[src/hw/rtl/first_match_substring_replace_unit_assert.svh]
// assertion macros for the first-match substring replace unit
`ifndef FIRST_MATCH_SUBSTRING_REPLACE_UNIT_ASSERT_SVH
`define FIRST_MATCH_SUBSTRING_REPLACE_UNIT_ASSERT_SVH

// same-cycle implication
`define FMSR_ASSERT_NOW(label, ante, cons, msg) \
  label: assert property (@(posedge clk) disable iff (rst) (ante) |-> (cons)) \
    else $error(msg);

// next-cycle implication
`define FMSR_ASSERT_NEXT(label, ante, cons, msg) \
  label: assert property (@(posedge clk) disable iff (rst) (ante) |=> (cons)) \
    else $error(msg);

`endif

[src/hw/rtl/fmsr_pkg.sv]
// shared constants and types of the first-match substring replace unit
`default_nettype none

package fmsr_pkg;

  localparam int BYTE_W              = 8;
  localparam int LEN_W               = 4;
  localparam int CFG_IDX_W           = 4;
  localparam int CFG_DATA_W          = 64;
  localparam int DEF_MAX_PATTERN     = 8;
  localparam int DEF_MAX_REPLACEMENT = 8;

  typedef enum logic [CFG_IDX_W-1:0] {
    REG_PATTERN_BYTES      = 4'd0,
    REG_PATTERN_LENGTH     = 4'd1,
    REG_REPLACEMENT_BYTES  = 4'd2,
    REG_REPLACEMENT_LENGTH = 4'd3
  } cfg_reg_t;

endpackage

`default_nettype wire

[src/hw/rtl/fmsr_text_if.sv]
// input text channel
`default_nettype none

interface fmsr_text_if;
  import fmsr_pkg::*;

  logic              valid;
  logic              ready;
  logic [BYTE_W-1:0] text_byte;
  logic              text_last;

  modport source (output valid, output text_byte, output text_last, input ready);
  modport sink   (input valid, input text_byte, input text_last, output ready);
endinterface

`default_nettype wire

[src/hw/rtl/fmsr_result_if.sv]
// edited text result channel
`default_nettype none

interface fmsr_result_if;
  import fmsr_pkg::*;

  logic              valid;
  logic              ready;
  logic [BYTE_W-1:0] out_byte;
  logic              byte_valid;
  logic              out_last;
  logic              was_replaced;

  modport source (output valid, output out_byte, output byte_valid, output out_last,
                  output was_replaced, input ready);
  modport sink   (input valid, input out_byte, input byte_valid, input out_last,
                  input was_replaced, output ready);
endinterface

`default_nettype wire

[src/hw/rtl/fmsr_cfg_if.sv]
// configuration write channel
`default_nettype none

interface fmsr_cfg_if;
  import fmsr_pkg::*;

  logic                  valid;
  logic                  ready;
  logic [CFG_IDX_W-1:0]  index;
  logic [CFG_DATA_W-1:0] data;

  modport source (output valid, output index, output data, input ready);
  modport sink   (input valid, input index, input data, output ready);
endinterface

`default_nettype wire

[src/hw/rtl/first_match_substring_replace_unit.sv]
// top level of the first-match substring replace unit
`default_nettype none

// Streams text one byte per transfer and replaces the first occurrence of the
// configured pattern (1 to MAX_PATTERN bytes) by the configured replacement
// (0 to MAX_REPLACEMENT bytes); the rest of the text passes unchanged and the
// final result flags whether a replacement happened. An accepted byte waits in
// a one-entry input register; the window compare moves its results into an
// output buffer that drains one result per cycle while result.ready is high.
// A byte that yields zero or one result frees the unit for the next byte, so
// the sustained rate is one byte per cycle when results are taken; a byte that
// yields n results (a match with an n-byte replacement, or the end-of-text
// flush of n held bytes) holds off the next byte until those results drain.
// Configuration is taken at any time without stall; a write to a mapped register restarts the text.

module first_match_substring_replace_unit #(
  parameter int MAX_PATTERN     = fmsr_pkg::DEF_MAX_PATTERN,
  parameter int MAX_REPLACEMENT = fmsr_pkg::DEF_MAX_REPLACEMENT
) (
  input  wire logic     clk,
  input  wire logic     rst,
  fmsr_text_if.sink     text,
  fmsr_result_if.source result,
  fmsr_cfg_if.sink      cfg
);
  import fmsr_pkg::*;

`include "first_match_substring_replace_unit_assert.svh"

  localparam int BUF_DEPTH = (MAX_PATTERN > MAX_REPLACEMENT) ? MAX_PATTERN : MAX_REPLACEMENT;
  localparam int FILL_W    = $clog2(MAX_PATTERN + 1);
  localparam int CNT_W     = $clog2(BUF_DEPTH + 1);
  localparam int WIN_IW    = (MAX_PATTERN > 1) ? $clog2(MAX_PATTERN) : 1;

  // configuration registers
  logic [CFG_DATA_W-1:0] pat_bytes;
  logic [LEN_W-1:0]      pat_len;
  logic [CFG_DATA_W-1:0] rep_bytes;
  logic [LEN_W-1:0]      rep_len;

  // stream state
  logic [BYTE_W-1:0] win [MAX_PATTERN];
  logic [BYTE_W-1:0] win_next [MAX_PATTERN];
  logic [FILL_W-1:0] fill;
  logic [FILL_W-1:0] fill_next;
  logic              done;
  logic              done_next;

  // input register
  logic              hold_valid;
  logic [BYTE_W-1:0] hold_byte;
  logic              hold_last;

  // output buffer
  logic [BYTE_W-1:0] obuf [BUF_DEPTH];
  logic [CNT_W-1:0]  count;
  logic              obuf_last;
  logic              obuf_repl;
  logic              obuf_marker;

  // buffer load
  logic [BYTE_W-1:0] load_bytes [BUF_DEPTH];
  logic [CNT_W-1:0]  load_count;
  logic              load_last;
  logic              load_repl;
  logic              load_marker;

  logic [LEN_W-1:0]  plen_clip;
  logic [LEN_W-1:0]  rlen_eff;
  logic [FILL_W-1:0] plen_eff;
  logic [FILL_W-1:0] slot;
  logic [FILL_W-1:0] fill_upd;
  logic [BYTE_W-1:0] win_upd [MAX_PATTERN];
  logic              hit;

  logic cfg_write;
  logic text_xfer;
  logic pop;
  logic move;

  assign cfg.ready = 1'b1;
  assign cfg_write = cfg.valid;

  assign pop       = result.valid && result.ready;
  assign move      = hold_valid && ((count == '0) || ((count == CNT_W'(1)) && result.ready));
  assign text.ready = !hold_valid || move;
  assign text_xfer = text.valid && text.ready;

  assign result.valid        = (count != '0);
  assign result.out_byte     = obuf_marker ? '0 : obuf[0];
  assign result.byte_valid   = !obuf_marker;
  assign result.out_last     = obuf_last && (count == CNT_W'(1));
  assign result.was_replaced = obuf_repl && (count == CNT_W'(1));

  assign plen_clip = (pat_len == '0) ? LEN_W'(1) :
                     (pat_len > LEN_W'(MAX_PATTERN)) ? LEN_W'(MAX_PATTERN) : pat_len;
  assign plen_eff  = plen_clip[FILL_W-1:0];
  assign rlen_eff  = (rep_len > LEN_W'(MAX_REPLACEMENT)) ? LEN_W'(MAX_REPLACEMENT) : rep_len;

  always_comb begin
    win_next    = win;
    win_upd     = win;
    fill_next   = fill;
    done_next   = done;
    slot        = '0;
    fill_upd    = '0;
    hit         = 1'b0;
    load_count  = '0;
    load_last   = 1'b0;
    load_repl   = 1'b0;
    load_marker = 1'b0;
    for (int i = 0; i < BUF_DEPTH; i++) begin
      load_bytes[i] = '0;
    end
    if (done) begin
      load_bytes[0] = hold_byte;
      load_count    = CNT_W'(1);
      load_last     = hold_last;
      load_repl     = hold_last;
      if (hold_last) begin
        done_next = 1'b0;
      end
    end else begin
      slot = (fill >= plen_eff) ? (plen_eff - FILL_W'(1)) : fill;
      win_upd[slot[WIN_IW-1:0]] = hold_byte;
      fill_upd = slot + FILL_W'(1);
      hit = (fill_upd == plen_eff);
      for (int i = 0; i < MAX_PATTERN; i++) begin
        if ((i < int'(plen_eff)) && (win_upd[i] != pat_bytes[BYTE_W*i +: BYTE_W])) begin
          hit = 1'b0;
        end
      end
      win_next = win_upd;
      if (hit) begin
        // replacement, or an empty end marker when it is empty at end of text
        if (hold_last && (rlen_eff == '0)) begin
          load_count  = CNT_W'(1);
          load_marker = 1'b1;
        end else begin
          for (int i = 0; i < MAX_REPLACEMENT; i++) begin
            load_bytes[i] = rep_bytes[BYTE_W*i +: BYTE_W];
          end
          load_count = rlen_eff[CNT_W-1:0];
        end
        load_last = hold_last;
        load_repl = hold_last;
        fill_next = '0;
        done_next = !hold_last;
      end else if (hold_last) begin
        // end of text flush
        for (int i = 0; i < MAX_PATTERN; i++) begin
          load_bytes[i] = win_upd[i];
        end
        load_count = CNT_W'(fill_upd);
        load_last  = 1'b1;
        fill_next  = '0;
      end else if (fill_upd == plen_eff) begin
        load_bytes[0] = win_upd[0];
        load_count    = CNT_W'(1);
        for (int i = 0; i < MAX_PATTERN - 1; i++) begin
          win_next[i] = win_upd[i+1];
        end
        fill_next = fill_upd - FILL_W'(1);
      end else begin
        fill_next = fill_upd;
      end
    end
  end

  always_ff @(posedge clk) begin
    if (rst) begin
      pat_bytes <= '0;
      pat_len   <= LEN_W'(1);
      rep_bytes <= '0;
      rep_len   <= '0;
    end else if (cfg_write) begin
      case (cfg.index)
        REG_PATTERN_BYTES:      pat_bytes <= cfg.data;
        REG_PATTERN_LENGTH:     pat_len   <= cfg.data[LEN_W-1:0];
        REG_REPLACEMENT_BYTES:  rep_bytes <= cfg.data;
        REG_REPLACEMENT_LENGTH: rep_len   <= cfg.data[LEN_W-1:0];
        default: ;
      endcase
    end
  end

  always_ff @(posedge clk) begin
    if (rst) begin
      fill <= '0;
      done <= 1'b0;
      for (int i = 0; i < MAX_PATTERN; i++) begin
        win[i] <= '0;
      end
    end else if (cfg_write && (cfg.index <= REG_REPLACEMENT_LENGTH)) begin
      fill <= '0;
      done <= 1'b0;
    end else if (move) begin
      fill <= fill_next;
      done <= done_next;
      win  <= win_next;
    end
  end

  always_ff @(posedge clk) begin
    if (rst) begin
      hold_valid <= 1'b0;
    end else if (text_xfer) begin
      hold_valid <= 1'b1;
    end else if (move) begin
      hold_valid <= 1'b0;
    end
  end

  always_ff @(posedge clk) begin
    if (text_xfer) begin
      hold_byte <= text.text_byte;
      hold_last <= text.text_last;
    end
  end

  always_ff @(posedge clk) begin
    if (rst) begin
      count <= '0;
    end else if (move) begin
      count <= load_count;
    end else if (pop) begin
      count <= count - CNT_W'(1);
    end
  end

  always_ff @(posedge clk) begin
    if (move) begin
      obuf        <= load_bytes;
      obuf_last   <= load_last;
      obuf_repl   <= load_repl;
      obuf_marker <= load_marker;
    end else if (pop) begin
      for (int i = 0; i < BUF_DEPTH - 1; i++) begin
        obuf[i] <= obuf[i+1];
      end
    end
  end

  `FMSR_ASSERT_NOW(a_done_window_empty, done, fill == '0, "window holds bytes after the replacement")
  `FMSR_ASSERT_NOW(a_load_when_drained, move, (count == '0) || ((count == CNT_W'(1)) && result.ready), "output buffer overwritten before drained")
  `FMSR_ASSERT_NEXT(a_hold_kept, hold_valid && !move, hold_valid && $stable(hold_byte) && $stable(hold_last), "held byte lost while stalled")

endmodule

`default_nettype wire

[src/flat_wrapper.sv]
// flat-port wrapper written by rule: the top's interface ports become plain ports
module first_match_substring_replace_unit_flat import fmsr_pkg::*;
#(
  parameter int MAX_PATTERN     = fmsr_pkg::DEF_MAX_PATTERN,
  parameter int MAX_REPLACEMENT = fmsr_pkg::DEF_MAX_REPLACEMENT
)
  (clk, rst, text_valid, text_text_byte, text_text_last, text_ready, result_valid, result_out_byte, result_byte_valid, result_out_last, result_was_replaced, result_ready, cfg_valid, cfg_index, cfg_data, cfg_ready);
  fmsr_text_if text_i ();
  fmsr_result_if result_i ();
  fmsr_cfg_if cfg_i ();
  input  wire logic clk;
  input  wire logic rst;
  input wire logic [$bits(text_i.valid)-1:0] text_valid;
  input wire logic [$bits(text_i.text_byte)-1:0] text_text_byte;
  input wire logic [$bits(text_i.text_last)-1:0] text_text_last;
  output wire logic [$bits(text_i.ready)-1:0] text_ready;
  output wire logic [$bits(result_i.valid)-1:0] result_valid;
  output wire logic [$bits(result_i.out_byte)-1:0] result_out_byte;
  output wire logic [$bits(result_i.byte_valid)-1:0] result_byte_valid;
  output wire logic [$bits(result_i.out_last)-1:0] result_out_last;
  output wire logic [$bits(result_i.was_replaced)-1:0] result_was_replaced;
  input wire logic [$bits(result_i.ready)-1:0] result_ready;
  input wire logic [$bits(cfg_i.valid)-1:0] cfg_valid;
  input wire logic [$bits(cfg_i.index)-1:0] cfg_index;
  input wire logic [$bits(cfg_i.data)-1:0] cfg_data;
  output wire logic [$bits(cfg_i.ready)-1:0] cfg_ready;
  assign text_i.valid = text_valid;
  assign text_i.text_byte = text_text_byte;
  assign text_i.text_last = text_text_last;
  assign text_ready = text_i.ready;
  assign result_valid = result_i.valid;
  assign result_out_byte = result_i.out_byte;
  assign result_byte_valid = result_i.byte_valid;
  assign result_out_last = result_i.out_last;
  assign result_was_replaced = result_i.was_replaced;
  assign result_i.ready = result_ready;
  assign cfg_i.valid = cfg_valid;
  assign cfg_i.index = cfg_index;
  assign cfg_i.data = cfg_data;
  assign cfg_ready = cfg_i.ready;
  first_match_substring_replace_unit #(.MAX_PATTERN(MAX_PATTERN), .MAX_REPLACEMENT(MAX_REPLACEMENT)) u_core (.clk(clk), .rst(rst), .text(text_i), .result(result_i), .cfg(cfg_i));
endmodule
[config.mk]
export PLATFORM = sky130hd
export DESIGN_NAME = first_match_substring_replace_unit_flat
export DESIGN_NICKNAME = d
export VERILOG_FILES = /design/src/hw/rtl/fmsr_pkg.sv /design/src/hw/rtl/fmsr_text_if.sv /design/src/hw/rtl/fmsr_result_if.sv /design/src/hw/rtl/fmsr_cfg_if.sv /design/src/hw/rtl/first_match_substring_replace_unit.sv /design/src/flat_wrapper.sv
export VERILOG_INCLUDE_DIRS = /design/src /design/src/hw/rtl
export SDC_FILE = /design/constraint.sdc
export NUM_CORES = 1
export LEC_CHECK = 0
export ABC_AREA = 1
export BUFFER_PORTS_ARGS = -buffer_cell sky130_fd_sc_hd__buf_2
export CAP_MARGIN = 40
export CORE_UTILIZATION = 25
export CTS_BUF_LIST = sky130_fd_sc_hd__clkbuf_8 sky130_fd_sc_hd__clkbuf_16
export CTS_CLUSTER_DIAMETER = 100
export DETAILED_ROUTE_END_ITERATION = 6
export PLACE_DENSITY = 0.37
export SYNTH_ARGS = -nofsm -noshare
export SYNTH_HDL_FRONTEND = slang
export SYNTH_SLANG_ARGS = --single-unit
[constraint.sdc]
create_clock -name clk -period 11.7 [get_ports clk]
set_clock_uncertainty 0.15 [all_clocks]
set_input_delay 0 -clock clk [delete_from_list [all_inputs] [get_ports clk]]
set_output_delay 0 -clock clk [all_outputs]
set_load 0.01 [all_outputs]
==> summary.md, run 1 <==
| Metric | Value |
|---|---|
| Register share of total power | `35.8%` |
| Syn avg cell area | `6.715 sq um` |
| Pre-CTS setup slack | `5.225 ns` |
| Syn. warnings | `0` |
| Area Growth Syn to Fin | `21.62%` |
| Setup TNS | `0 ns` |
| Die W | `256.5 um` |
| First-pass GRT wire length | `98,840 um` |
| Yosys top cell area share | `25.96%` |
| Total chip power | `3.904 mW` |
| VDD IR max | `109.9 uV` |
| Post-Syn Instances | `2,412` |
| Max Freq | `155.1 MHz` |
| Worst-Margin Slew | `0.9390 ns` |
| DP Wirelength | `44,660 um` |
| Nets | `2,623` |
| I/O pin count | `96` |
| Die ar. | `65,810 sq um` |
| Longest Clk Path Bufs | `3` |
| Nature of the critical path startpoint | `flop` |
| Pwr dens | `198.2 nW/um^2` |
| CTS clock-pin slew for the worst setup and hold paths | `0.06 ns` |
| Unrepaired setup endpoints after global routing | `false` |
| ANT cells | `0` |
| Commonest register cell after synthesis | `dfxtp_1` |
| FP Rows | `92` |
| Endpoint class of the critical path | `flop` |
| CP cell instances | `inv_1 -> nand3_1 -> a21oi_1 -> inv_1 -> ha_1 -> nand2_1 -> nand2_1 -> nand2_2 -> nand3_4 -> o21ai_2 -> buf_4 -> nand3_2 -> xnor2_4 -> xor2_1 -> nand2_2 -> inv_2 -> nand3_1 -> nor2_4 -> nand2_4 -> buf_4 -> buf_16 -> nor2_4 -> nand2_2 -> o22ai_1` |
| Part of the Yosys area used for sequential elements | `40.05%` |
| Slowest cell on crit path | `o21ai_2` |
| Clk network pwr share | `29.4%` |
| DRC | `0` |
| Setup Crit Path Kind | `flop to flop` |
| Root Driver | `clkbuf_16` |
| CP Max Fanout | `71` |
| Gr usage total | `19.94%` |
| Final worst-path setup slack | `5.252 ns` |
| Post-synth top cells | `758 x nand2_1, 305 x o21ai_0, 296 x inv_1` |
| Mapped Nets | `2,505` |
| Cell Area, Synth | `16,200 sq um` |
| Final hold viol count | `0` |
| Max-slew violations | `0` |
| Setup violators final | `0` |
| WP data arrival | `6.69 ns` |
| Proportion of layout cells with a drive suffix above 1 | `8.594%` |
| DR vias/cell | `4.757` |
| Fill count | `6,945` |
| Max_cap viols | `0` |
| Initial antenna violation count | `1` |
| Worst skew pair latency | `0.56 ns` |
| Distinct cells, synth | `42` |
| Share of async-settable or async-resettable flops after synthesis | `0%` |
| Post-layout min period | `6.448 ns` |
| Area leader, netlist | `dfxtp_1` |
| CP dominant cell by count | `nand2_2` |
| Number of global-route vias before repair | `15,440` |
| DRT Wirelength | `66,240 um` |
| Detailed-route via count | `16,204` |
| Initial Util | `25.49%` |
| Yosys reg bits | `286` |
| Port Buffers | `94` |
| LEAKAGE | `8.026 nW` |
| Cell with the most instances after synthesis | `nand2_1` |
| CTS Buf Count | `38` |
| Pin count of the biggest net entering global routing | `77` |
| DRT iter0 DRCs | `1,193` |
| Sw Ratio | `40.43%` |
| GP Congestion | `0.8043` |
| Clk sinks | `286` |
| Fin crit share | `55.12%` |
| Logic pwr share | `34.9%` |
| Hold Crit Class | `primary input to flop` |
| TritonRoute pass-1 iters | `7` |
| Die Y | `256.5 um` |
| Critical Path RT | `11.94 ns` |
| Outcome | `completed` |
| Htree depth | `2` |
| Slew margin rel. | `37.40%` |
| GRT Residual Overflow | `0` |
| CTS tree | `built` |
| P_int | `2.326 mW` |
| Core Area | `63,540 sq um` |
| Post-detailed-route count of antenna-violating nets | `0` |
| DR WL/cell | `19.45 um` |
| Dominant cells by area after synthesis | `dfxtp_1 26%, nand2_1 18%, edfxtp_1 14%` |
| Post_cts resized | `0` |
| Number of synthesized flops with an enable pin | `76` |
| Final core utilization | `31.00%` |
| P_sw | `1.578 mW` |
| Max stage delay on crit path | `0.51 ns` |
==> layer usage <==
layer	vias to the layer above	track usage (%)	wire length, um
met5	-	0	0
met1	7643	26.65	30610
met3	94	2.541	2897
li1	8118	-	-
met4	0	6.019	1803
met2	349	33.30	30930
==> through the flow <==
stage | hold WS, ns | cells | area, sq um
6_report | 0.1245 | 3406 | 19700
5_1_grt | 0.1402 | 3406 | 19700
4_1_cts | 0.09296 | 3406 | 19700
3_5_place_dp | 0.03149 | 3223 | 17350
3_3_place_gp | 0.02977 | 3217 | 17210
2_1_floorplan | -0.05113 | 2412 | 16200
==> state kept, by name, summed over array words and instances, names as in the netlist <==
| signal | flops |
|---|---|
| u_core.obuf | 64 |
| u_core.pat_bytes | 64 |
| u_core.rep_bytes | 64 |
| u_core.win | 64 |
| u_core.hold_byte | 8 |
| u_core.count | 4 |
| u_core.fill | 4 |
| u_core.pat_len | 4 |
| u_core.rep_len | 4 |
| u_core.done | 1 |
| u_core.hold_last | 1 |
| u_core.hold_valid | 1 |
| u_core.obuf_last | 1 |
| u_core.obuf_marker | 1 |
| u_core.obuf_repl | 1 |
==> worst paths after layout <==
path / startpoint / to / slack (ns) / cells after the start
setup / recovery: u_core.pat_len[2] / u_core.obuf[5] / 5.25 / 24
hold / removal: cfg_data[47] / u_core.rep_bytes[47] / 0.12 / 4
setup reg to reg: u_core.pat_len[2] / u_core.obuf[5] / 5.25 / 24
hold reg to reg: u_core.rep_bytes[38] / u_core.rep_bytes[38] / 0.30 / 2
==> logic make-up after synthesis <==
family | synth area share (%)
simple gates | 24.79
compound gates | 22.41
buf+inv | 11.43
flops | 40.05
fa+ha+maj | 0.8498
xor+xnor | 0.4404
other cells | 0.02315
==> layout make-up <==
cell class / instances / area [sq um] / area share, %
clock inverters: 22 / 92.59 / 0.4701
inverters: 306 / 1152 / 5.851
clock buffers: 48 / 1122 / 5.698
multi-input cells: 1666 / 7898 / 40.10
repair buffers: 232 / 1887 / 9.579
well taps: 846 / 1059 / 5.374
flip-flops and latches: 286 / 6486 / 32.93
==> cell usage in the layout, fill, tap and decap left out, drive strengths merged, types with 5 or more instances in the layout <==
cell type and instances:
a21oi 254, a22o 44, a22oi 5, buf 119
clkbuf 48, clkinv 7, dfxtp 210, dlygate4sd3 113
edfxtp 76, ha 11, inv 320, nand2 767
nand3 82, nand4 51, nor2 65, nor3 7
o211ai 11, o21ai 344, o22ai 8
==> power by group through the flow <==
stage          Clock [mW]  Sequential, mW  Combinational [mW]
2_1_floorplan           0            1.32               0.889
5_1_grt              1.22            1.41                1.52
6_report             1.15            1.40                1.36
3_3_place_gp            0            1.43                1.31
4_1_cts              1.18            1.40                1.38
3_5_place_dp            0            1.42                1.34
==> what timing repair did <==
| item | CTS | global route |
|---|---|---|
| hold buffers | 113 | 0 |
| endpoints found under the setup margin | 0 | 0 |
| buffers inserted | 0 | 0 |
| endpoints found under the hold margin | 185 | 0 |
==> worst max-delay path, delay by kind of cell (launching register included) <==
| family | cells | cell delay, ns |
|---|---|---|
| compound gates | 3 | 0.99 |
| xor+xnor | 2 | 0.49 |
| buf+inv | 6 | 1.60 |
| fa+ha+maj | 1 | 0.31 |
| simple gates | 12 | 2.35 |
| flops | 1 | 0.33 |
Note: power is estimated with default switching activity, not from simulation.
==> run 2, diff against run 1 <==
--- a/config.mk
+++ b/config.mk
@@ -13,7 +13,7 @@
 export CTS_BUF_LIST = sky130_fd_sc_hd__clkbuf_8 sky130_fd_sc_hd__clkbuf_16
 export CTS_CLUSTER_DIAMETER = 100
 export DETAILED_ROUTE_END_ITERATION = 6
-export PLACE_DENSITY = 0.37
+export PLACE_DENSITY = 0.38
 export SYNTH_ARGS = -nofsm -noshare
 export SYNTH_HDL_FRONTEND = slang
 export SYNTH_SLANG_ARGS = --single-unit
==> constraint.sdc (replaced) <==
create_clock -name clk -period 5.61 [get_ports clk]
set_clock_uncertainty 0.15 [all_clocks]
set_input_delay 0 -clock clk [delete_from_list [all_inputs] [get_ports clk]]
set_output_delay 0 -clock clk [all_outputs]
set_load 0.01 [all_outputs]
==> run 2 against run 1 <==
Compared with the run above:
- worst hold slack worse by 0.058 ns
- count of clock-buffer cells in the layout fell by 8
- final cell count up 0.47%
- via count is 0.20% higher
- maximum frequency grew 24%
- flip-flop and latch count unchanged
- power is 120% higher
- die area did not move
- register-to-register slack worse by 4.8 ns
- first-iteration DRC count is 14% lower
- global-route usage down 0.37 points
==> summary.md, run 2 (synthesis gave the netlist of run 1 again) <==
| Metric | Value |
|---|---|
| Outcome | `completed (unchanged)` |
| Port Buffers | `94 (unchanged)` |
| Die Y | `256.5 um (unchanged)` |
| Pin count of the biggest net entering global routing | `84 (was 77)` |
| ANT cells | `0 (unchanged)` |
| First-pass GRT wire length | `98,210 um (was 98,840 um)` |
| Max Freq | `192.3 MHz (was 155.1 MHz)` |
| CTS clock-pin slew for the worst setup and hold paths | `0.06 ns (about the same)` |
| Critical Path RT | `5.75 ns (was 11.94 ns)` |
| Slowest cell on crit path | `a21oi_1 (was o21ai_2)` |
| Pwr dens | `427.1 nW/um^2 (was 198.2 nW/um^2)` |
| R2R cell count | `29 (was 24)` |
| Clk sinks | `286 (unchanged)` |
| WP data arrival | `5.34 ns (was 6.69 ns)` |
| TritonRoute pass-1 iters | `5 (was 7)` |
| VDD IR max | `233.0 uV (was 109.9 uV)` |
| Post-detailed-route count of antenna-violating nets | `0 (unchanged)` |
| Worst reg2reg startpoint | `u_core.pat_len[1] (was u_core.pat_len[2])` |
| Flop2flop setup slack | `0.41 ns (was 5.25 ns)` |
| Hold Crit Class | `primary input to flop (unchanged)` |
| Gr usage total | `19.57% (was 19.94%)` |
| Die ar. | `65,810 sq um (unchanged)` |
| Worst-Margin Slew | `0.8478 ns (was 0.9390 ns)` |
| Final hold viol count | `0 (unchanged)` |
| CP Max Fanout | `19 (was 71)` |
| CTS Buf Count | `38 (unchanged)` |
| Total chip power | `8.525 mW (was 3.904 mW)` |
| GRT Residual Overflow | `0 (unchanged)` |
| Die W | `256.5 um (unchanged)` |
| Number of global-route vias before repair | `15,659 (was 15,440)` |
| DR vias/cell | `4.745 (was 4.757)` |
| Area Growth Syn to Fin | `23.25% (was 21.62%)` |
| Endpoint class of the critical path | `flop (unchanged)` |
| DRT iter0 DRCs | `1,026 (was 1,193)` |
| Worst Hold Path EP | `u_core.rep_len[1] (was u_core.rep_bytes[47])` |
| CTS tree | `built (unchanged)` |
| Hold path cells | `6 (was 4)` |
| Hold slack | `0.06642 ns (was 0.1245 ns)` |
| DP Wirelength | `44,760 um (was 44,660 um)` |
| Detailed-route via count | `16,236 (was 16,204)` |
| DRT Wirelength | `65,290 um (was 66,240 um)` |
| GP Congestion | `0.8368 (was 0.8043)` |
| Setup violators final | `0 (unchanged)` |
| Post-layout min period | `5.201 ns (was 6.448 ns)` |
| Proportion of layout cells with a drive suffix above 1 | `9.860% (was 8.594%)` |
| Longest Clk Path Bufs | `3 (unchanged)` |
| Fin crit share | `92.71% (was 55.12%)` |
| DRC | `0 (unchanged)` |
| Worst skew pair latency | `0.58 ns (was 0.56 ns)` |
| Initial antenna violation count | `0 (was 1)` |
| CP dominant cell by count | `nand2_1 (was nand2_2)` |
| LEAKAGE | `8.145 nW (was 8.026 nW)` |
| Max stage delay on crit path | `0.31 ns (was 0.51 ns)` |
| Most frequent cells in the layout | `755 x nand2_1, 305 x o21ai_0, 301 x inv_1 (was 755 x nand2_1, 309 x inv_1, 305 x o21ai_0)` |
| Nature of the critical path startpoint | `flop (unchanged)` |
| FP Rows | `92 (unchanged)` |
| Worst Min Path Start | `cfg_index[2] (was cfg_data[47])` |
| Root Driver | `clkbuf_16 (unchanged)` |
| Max_cap viols | `0 (unchanged)` |
| Initial Util | `25.49% (unchanged)` |
| Most common cell after layout, fill and taps aside | `nand2_1 (unchanged)` |
| Htree depth | `2 (unchanged)` |
| Max-slew violations | `0 (unchanged)` |
| Setup Crit Path Kind | `flop to flop (unchanged)` |
| Nets | `2,639 (was 2,623)` |
| Setup TNS | `0 ns (unchanged)` |
| Slew margin rel. | `43.48% (was 37.40%)` |
| Unrepaired setup endpoints after global routing | `false (unchanged)` |
| Worst reg2reg path endpoint | `u_core.obuf[44] (was u_core.obuf[5])` |
| Core Area | `63,540 sq um (unchanged)` |
| DR WL/cell | `19.08 um (was 19.45 um)` |
| I/O pin count | `96 (unchanged)` |
==> run 2: cell types whose count changed in the layout (fill, tap and decap cells not counted), sizes merged <==
cell / before / now
buf: 119 / 153
clkbuf: 48 / 40
inv: 320 / 313
clkinv: 7 / 14
dlygate4sd3: 113 / 95
bufinv: 0 / 8
==> run 2: repair_timing <==
action / CTS / global route
endpoints found under the hold margin: 188 / 0
hold buffers: 95 / 0
endpoints found under the setup margin: 0 / 27
resized for setup: 0 / 3
buffers inserted: 0 / 0
==> run 2: final cells by class <==
type / count / area [sq um]
Multi-Input combinational cell: 1666 / 7913
Clock buffer: 40 / 978.4
Fill cell: 6950 / 43580
Clock inverter: 30 / 352.8
Inverter: 306 / 1152
Tap cell: 846 / 1059
Sequential cell: 286 / 6486
Timing Repair Buffer: 248 / 2021
==> run 2: stage by stage <==
stage | cells | instance area (sq um) | worst slack [ns] | utilization [%]
after floorplan | 2412 | 16200 | 1.490 | -
after global placement | 3251 | 17530 | 0.4123 | 27.58
after detailed placement | 3257 | 17660 | 0.3523 | 27.79
after CTS | 3422 | 19940 | 0.3182 | 31.39
after global routing | 3422 | 19960 | 0.02005 | 31.42
final | 3422 | 19960 | 0.4089 | 31.42
==> run 2: routing by layer <==
metal	global-route usage [%]	vias up	share of wire, %
met4	5.556	0	2.4
met1	25.59	7674	46
met3	2.007	79	3.4
met5	0	-	0
met2	33.90	318	48
li1	-	8165	-
==> run 2: critical path: cells and delay by family, from the launching register on <==
family,cells,cell delay [ns]
fa+ha+maj,1,0.31
buf+inv,8,1.21
simple gates,16,1.97
flops,1,0.30
compound gates,4,0.97
==> run 2: power breakdown <==
group	leakage [nW]	switching, mW	total (mW)	internal (mW)
registers	2.45	0.220	2.86	2.64
logic	5.02	2.10	3.02	0.918
clock network	0.677	1.02	2.65	1.63
==> run 2: worst max path at each step <==
stage / from / cells after the start / to
4_1_cts: u_core.pat_len[2] / 28 / u_core.obuf[16]
3_5_place_dp: u_core.pat_len[2] / 28 / u_core.obuf[16]
5_1_grt: u_core.pat_len[1] / 29 / u_core.obuf[44]
6_report: u_core.pat_len[1] / 29 / u_core.obuf[44]
2_1_floorplan: u_core.pat_len[2] / 26 / u_core.obuf[52]
3_3_place_gp: u_core.pat_len[1] / 28 / u_core.obuf[16]
==> run 3, diff against run 2 <==
--- a/config.mk
+++ b/config.mk
@@ -9,6 +9,7 @@
 export ABC_AREA = 1
 export BUFFER_PORTS_ARGS = -buffer_cell sky130_fd_sc_hd__buf_2
 export CAP_MARGIN = 40
+export CORE_ASPECT_RATIO = 0.6
 export CORE_UTILIZATION = 25
 export CTS_BUF_LIST = sky130_fd_sc_hd__clkbuf_8 sky130_fd_sc_hd__clkbuf_16
 export CTS_CLUSTER_DIAMETER = 100
==> run 3 against run 2 <==
Compared with the run above:
- sequential power about the same
- count of clock-buffer cells in the layout down 9
- combinational power about the same
- design area is 0.44% lower
- register-to-register slack got worse by 0.02 ns
- flip-flop and latch count did not move
- worst hold slack got worse by 0.0058 ns
- critical endpoint is now u_core.obuf[20]
- largest cell class unchanged
==> summary.md, run 3 (synthesis gave the netlist of run 1 again) <==
| Metric | Value |
|---|---|
| Outcome | `completed (unchanged)` |
| Max Freq | `191.6 MHz (was 192.3 MHz)` |
| WP data arrival | `5.43 ns (was 5.34 ns)` |
| Worst-Margin Slew | `0.9156 ns (was 0.8478 ns)` |
| Max stage delay on crit path | `0.45 ns (was 0.31 ns)` |
| Endpoint class of the critical path | `flop (unchanged)` |
| Sw Ratio | `40.93% (was 39.18%)` |
| Unrepaired setup endpoints after global routing | `false (unchanged)` |
| Detailed-route via count | `16,406 (was 16,236)` |
| Cell Count, Final, Fillers Out | `3,430 (was 3,422)` |
| DRT iter0 DRCs | `1,394 (was 1,026)` |
| DRC | `0 (unchanged)` |
| CTS clock-pin slew for the worst setup and hold paths | `0.07 ns (was 0.06 ns)` |
| Gr usage total | `20.08% (was 19.57%)` |
| Slew margin rel. | `38.96% (was 43.48%)` |
| Nets | `2,658 (was 2,639)` |
| Placed cells | `3,246 (was 3,257)` |
| Fin crit share | `93.03% (was 92.71%)` |
| Clk sinks | `286 (unchanged)` |
| Die ar. | `65,840 sq um (was 65,810 sq um)` |
| Core Area | `63,340 sq um (was 63,540 sq um)` |
| Hold path cells | `4 (was 6)` |
| Post-detailed-route count of antenna-violating nets | `0 (unchanged)` |
| LEAKAGE | `8.121 nW (was 8.145 nW)` |
| Worst Hold Path EP | `u_core.rep_bytes[44] (was u_core.rep_len[1])` |
| Nature of the critical path startpoint | `flop (unchanged)` |
| Pwr dens | `403.1 nW/um^2 (was 427.1 nW/um^2)` |
| Slowest cell on crit path | `o21ai_1 (was a21oi_1)` |
| Pin count of the biggest net entering global routing | `73 (was 84)` |
| R2R cell count | `26 (was 29)` |
| CP dominant cell by count | `nand2_1 (unchanged)` |
| Area Growth Syn to Fin | `22.71% (was 23.25%)` |
| P_int | `4.733 mW (was 5.185 mW)` |
| Setup Crit Path Kind | `flop to flop (unchanged)` |
| Worst reg2reg startpoint | `u_core.pat_len[1] (unchanged)` |
| I/O pin count | `96 (unchanged)` |
| Root Driver | `clkbuf_16 (unchanged)` |
| VDD IR max | `237.9 uV (was 233.0 uV)` |
| Worst skew pair latency | `0.61 ns (was 0.58 ns)` |
| Post-layout min period | `5.219 ns (was 5.201 ns)` |
| Final non-filler cell area | `19,870 sq um (was 19,960 sq um)` |
| Max_cap viols | `0 (unchanged)` |
| Die Y | `199.2 um (was 256.5 um)` |
| Worst reg2reg path endpoint | `u_core.obuf[20] (was u_core.obuf[44])` |
| CTS Buf Count | `31 (was 38)` |
| DR WL/cell | `19.24 um (was 19.08 um)` |
| Proportion of layout cells with a drive suffix above 1 | `9.266% (was 9.860%)` |
| Placed inst area | `17,600 sq um (was 17,660 sq um)` |
| DP Wirelength | `45,330 um (was 44,760 um)` |
| CP Max Fanout | `38 (was 19)` |
| First-pass GRT wire length | `98,640 um (was 98,210 um)` |
| DR vias/cell | `4.783 (was 4.745)` |
| Max-slew violations | `0 (unchanged)` |
| Hold Crit Class | `primary input to flop (unchanged)` |
| FP Rows | `71 (was 92)` |
| Longest Clk Path Bufs | `3 (unchanged)` |
| Initial antenna violation count | `2 (was 0)` |
| Initial Util | `25.57% (was 25.49%)` |
| Critical Path RT | `5.82 ns (was 5.75 ns)` |
| DRT Wirelength | `65,980 um (was 65,290 um)` |
| P_sw | `3.279 mW (was 3.340 mW)` |
| Die W | `330.6 um (was 256.5 um)` |
| TritonRoute pass-1 iters | `6 (was 5)` |
| Number of global-route vias before repair | `15,296 (was 15,659)` |
| Most common cell after layout, fill and taps aside | `nand2_1 (unchanged)` |
| Clk network pwr share | `26.6% (was 31.1%)` |
| Setup TNS | `0 ns (unchanged)` |
| GRT Residual Overflow | `0 (unchanged)` |
| Flop2flop setup slack | `0.39 ns (was 0.41 ns)` |
| CTS tree | `built (unchanged)` |
| Htree depth | `1 (was 2)` |
| Port Buffers | `94 (unchanged)` |
| Logic pwr share | `37.5% (was 35.4%)` |
| Register share of total power | `35.9% (was 33.5%)` |
| Setup violators final | `0 (unchanged)` |
| Worst Min Path Start | `cfg_data[44] (was cfg_index[2])` |
| Final hold viol count | `0 (unchanged)` |
| Most frequent cells in the layout | `755 x nand2_1, 301 x o21ai_0, 300 x inv_1 (was 755 x nand2_1, 305 x o21ai_0, 301 x inv_1)` |
| GP Congestion | `0.8489 (was 0.8368)` |
## run 3: worst max-delay path by stage
| stage | start | end | slack [ns] | cells past startpoint |
|---|---|---|---|---|
| after global routing | u_core.pat_len[2] | u_core.obuf[2] | 0.003 | 26 |
| after global placement | u_core.pat_len[1] | u_core.obuf[34] | 0.11 | 27 |
| after floorplan | u_core.pat_len[2] | u_core.obuf[52] | 1.49 | 26 |
| after CTS | u_core.pat_len[1] | u_core.obuf[32] | 0.17 | 27 |
| after detailed placement | u_core.pat_len[1] | u_core.obuf[37] | 0.008 | 27 |
| final | u_core.pat_len[1] | u_core.obuf[20] | 0.39 | 26 |
## run 3: through the flow
stage,hold slack (ns),utilization [%],power (mW),setup WS [ns]
2_1_floorplan,-0.05113,-,4.613,1.490
3_3_place_gp,0.03057,27.60,5.761,0.1073
3_5_place_dp,0.03623,27.78,5.849,0.007527
4_1_cts,0.02786,31.35,8.086,0.1729
5_1_grt,0.07738,31.37,8.493,0.003213
6_report,0.06067,31.38,8.012,0.3908
## run 3: routing by layer
| metal | global-route usage [%] | wire [um] | part of all wire [%] | vias to the layer above |
|---|---|---|---|---|
| met5 | 0 | 0 | 0 | - |
| met4 | 3.533 | 1098 | 1.7 | 0 |
| met3 | 3.296 | 3716 | 5.6 | 67 |
| met2 | 28.46 | 26140 | 40 | 415 |
| met1 | 31.34 | 35020 | 53 | 7707 |
| li1 | - | - | - | 8217 |
## run 3: power by group through the flow
| stage | clock network (mW) | registers, mW | logic, mW |
|---|---|---|---|
| final | 2.13 | 2.87 | 3.01 |
| after global routing | 2.27 | 2.90 | 3.33 |
| after CTS | 2.20 | 2.88 | 3.01 |
| after detailed placement | 0 | 2.92 | 2.93 |
| after global placement | 0 | 2.93 | 2.83 |
| after floorplan | 0 | 2.76 | 1.85 |
## run 3: area by class of cell
type | instances | area [sq um]
clock inverter | 27 | 226.5
tap | 839 | 1050
timing repair buffer | 274 | 2278
antenna | 1 | 2.502
fill | 6916 | 43470
inverter | 306 | 1152
multi-input combinational | 1666 | 7903
sequential | 286 | 6486
clock buffer | 31 | 775.7
## run 3: timing repair
action	4_1_cts	5_1_grt
pin swaps	0	0
endpoints found under the setup margin	9	82
hold endpoints to repair	175	0
resized for setup	1	9
setup buffers	0	0
gates cloned	0	0
hold buffers	125	0
## run 3: critical path: cells and delay by family, from the launching register on
family	cells	cell delay (ns)
and+or+nand+nor	13	1.65
AOI/OAI and AO/OA	5	1.41
buffers and inverters	7	1.12
adders and majority gates	1	0.31
DFF	1	0.30
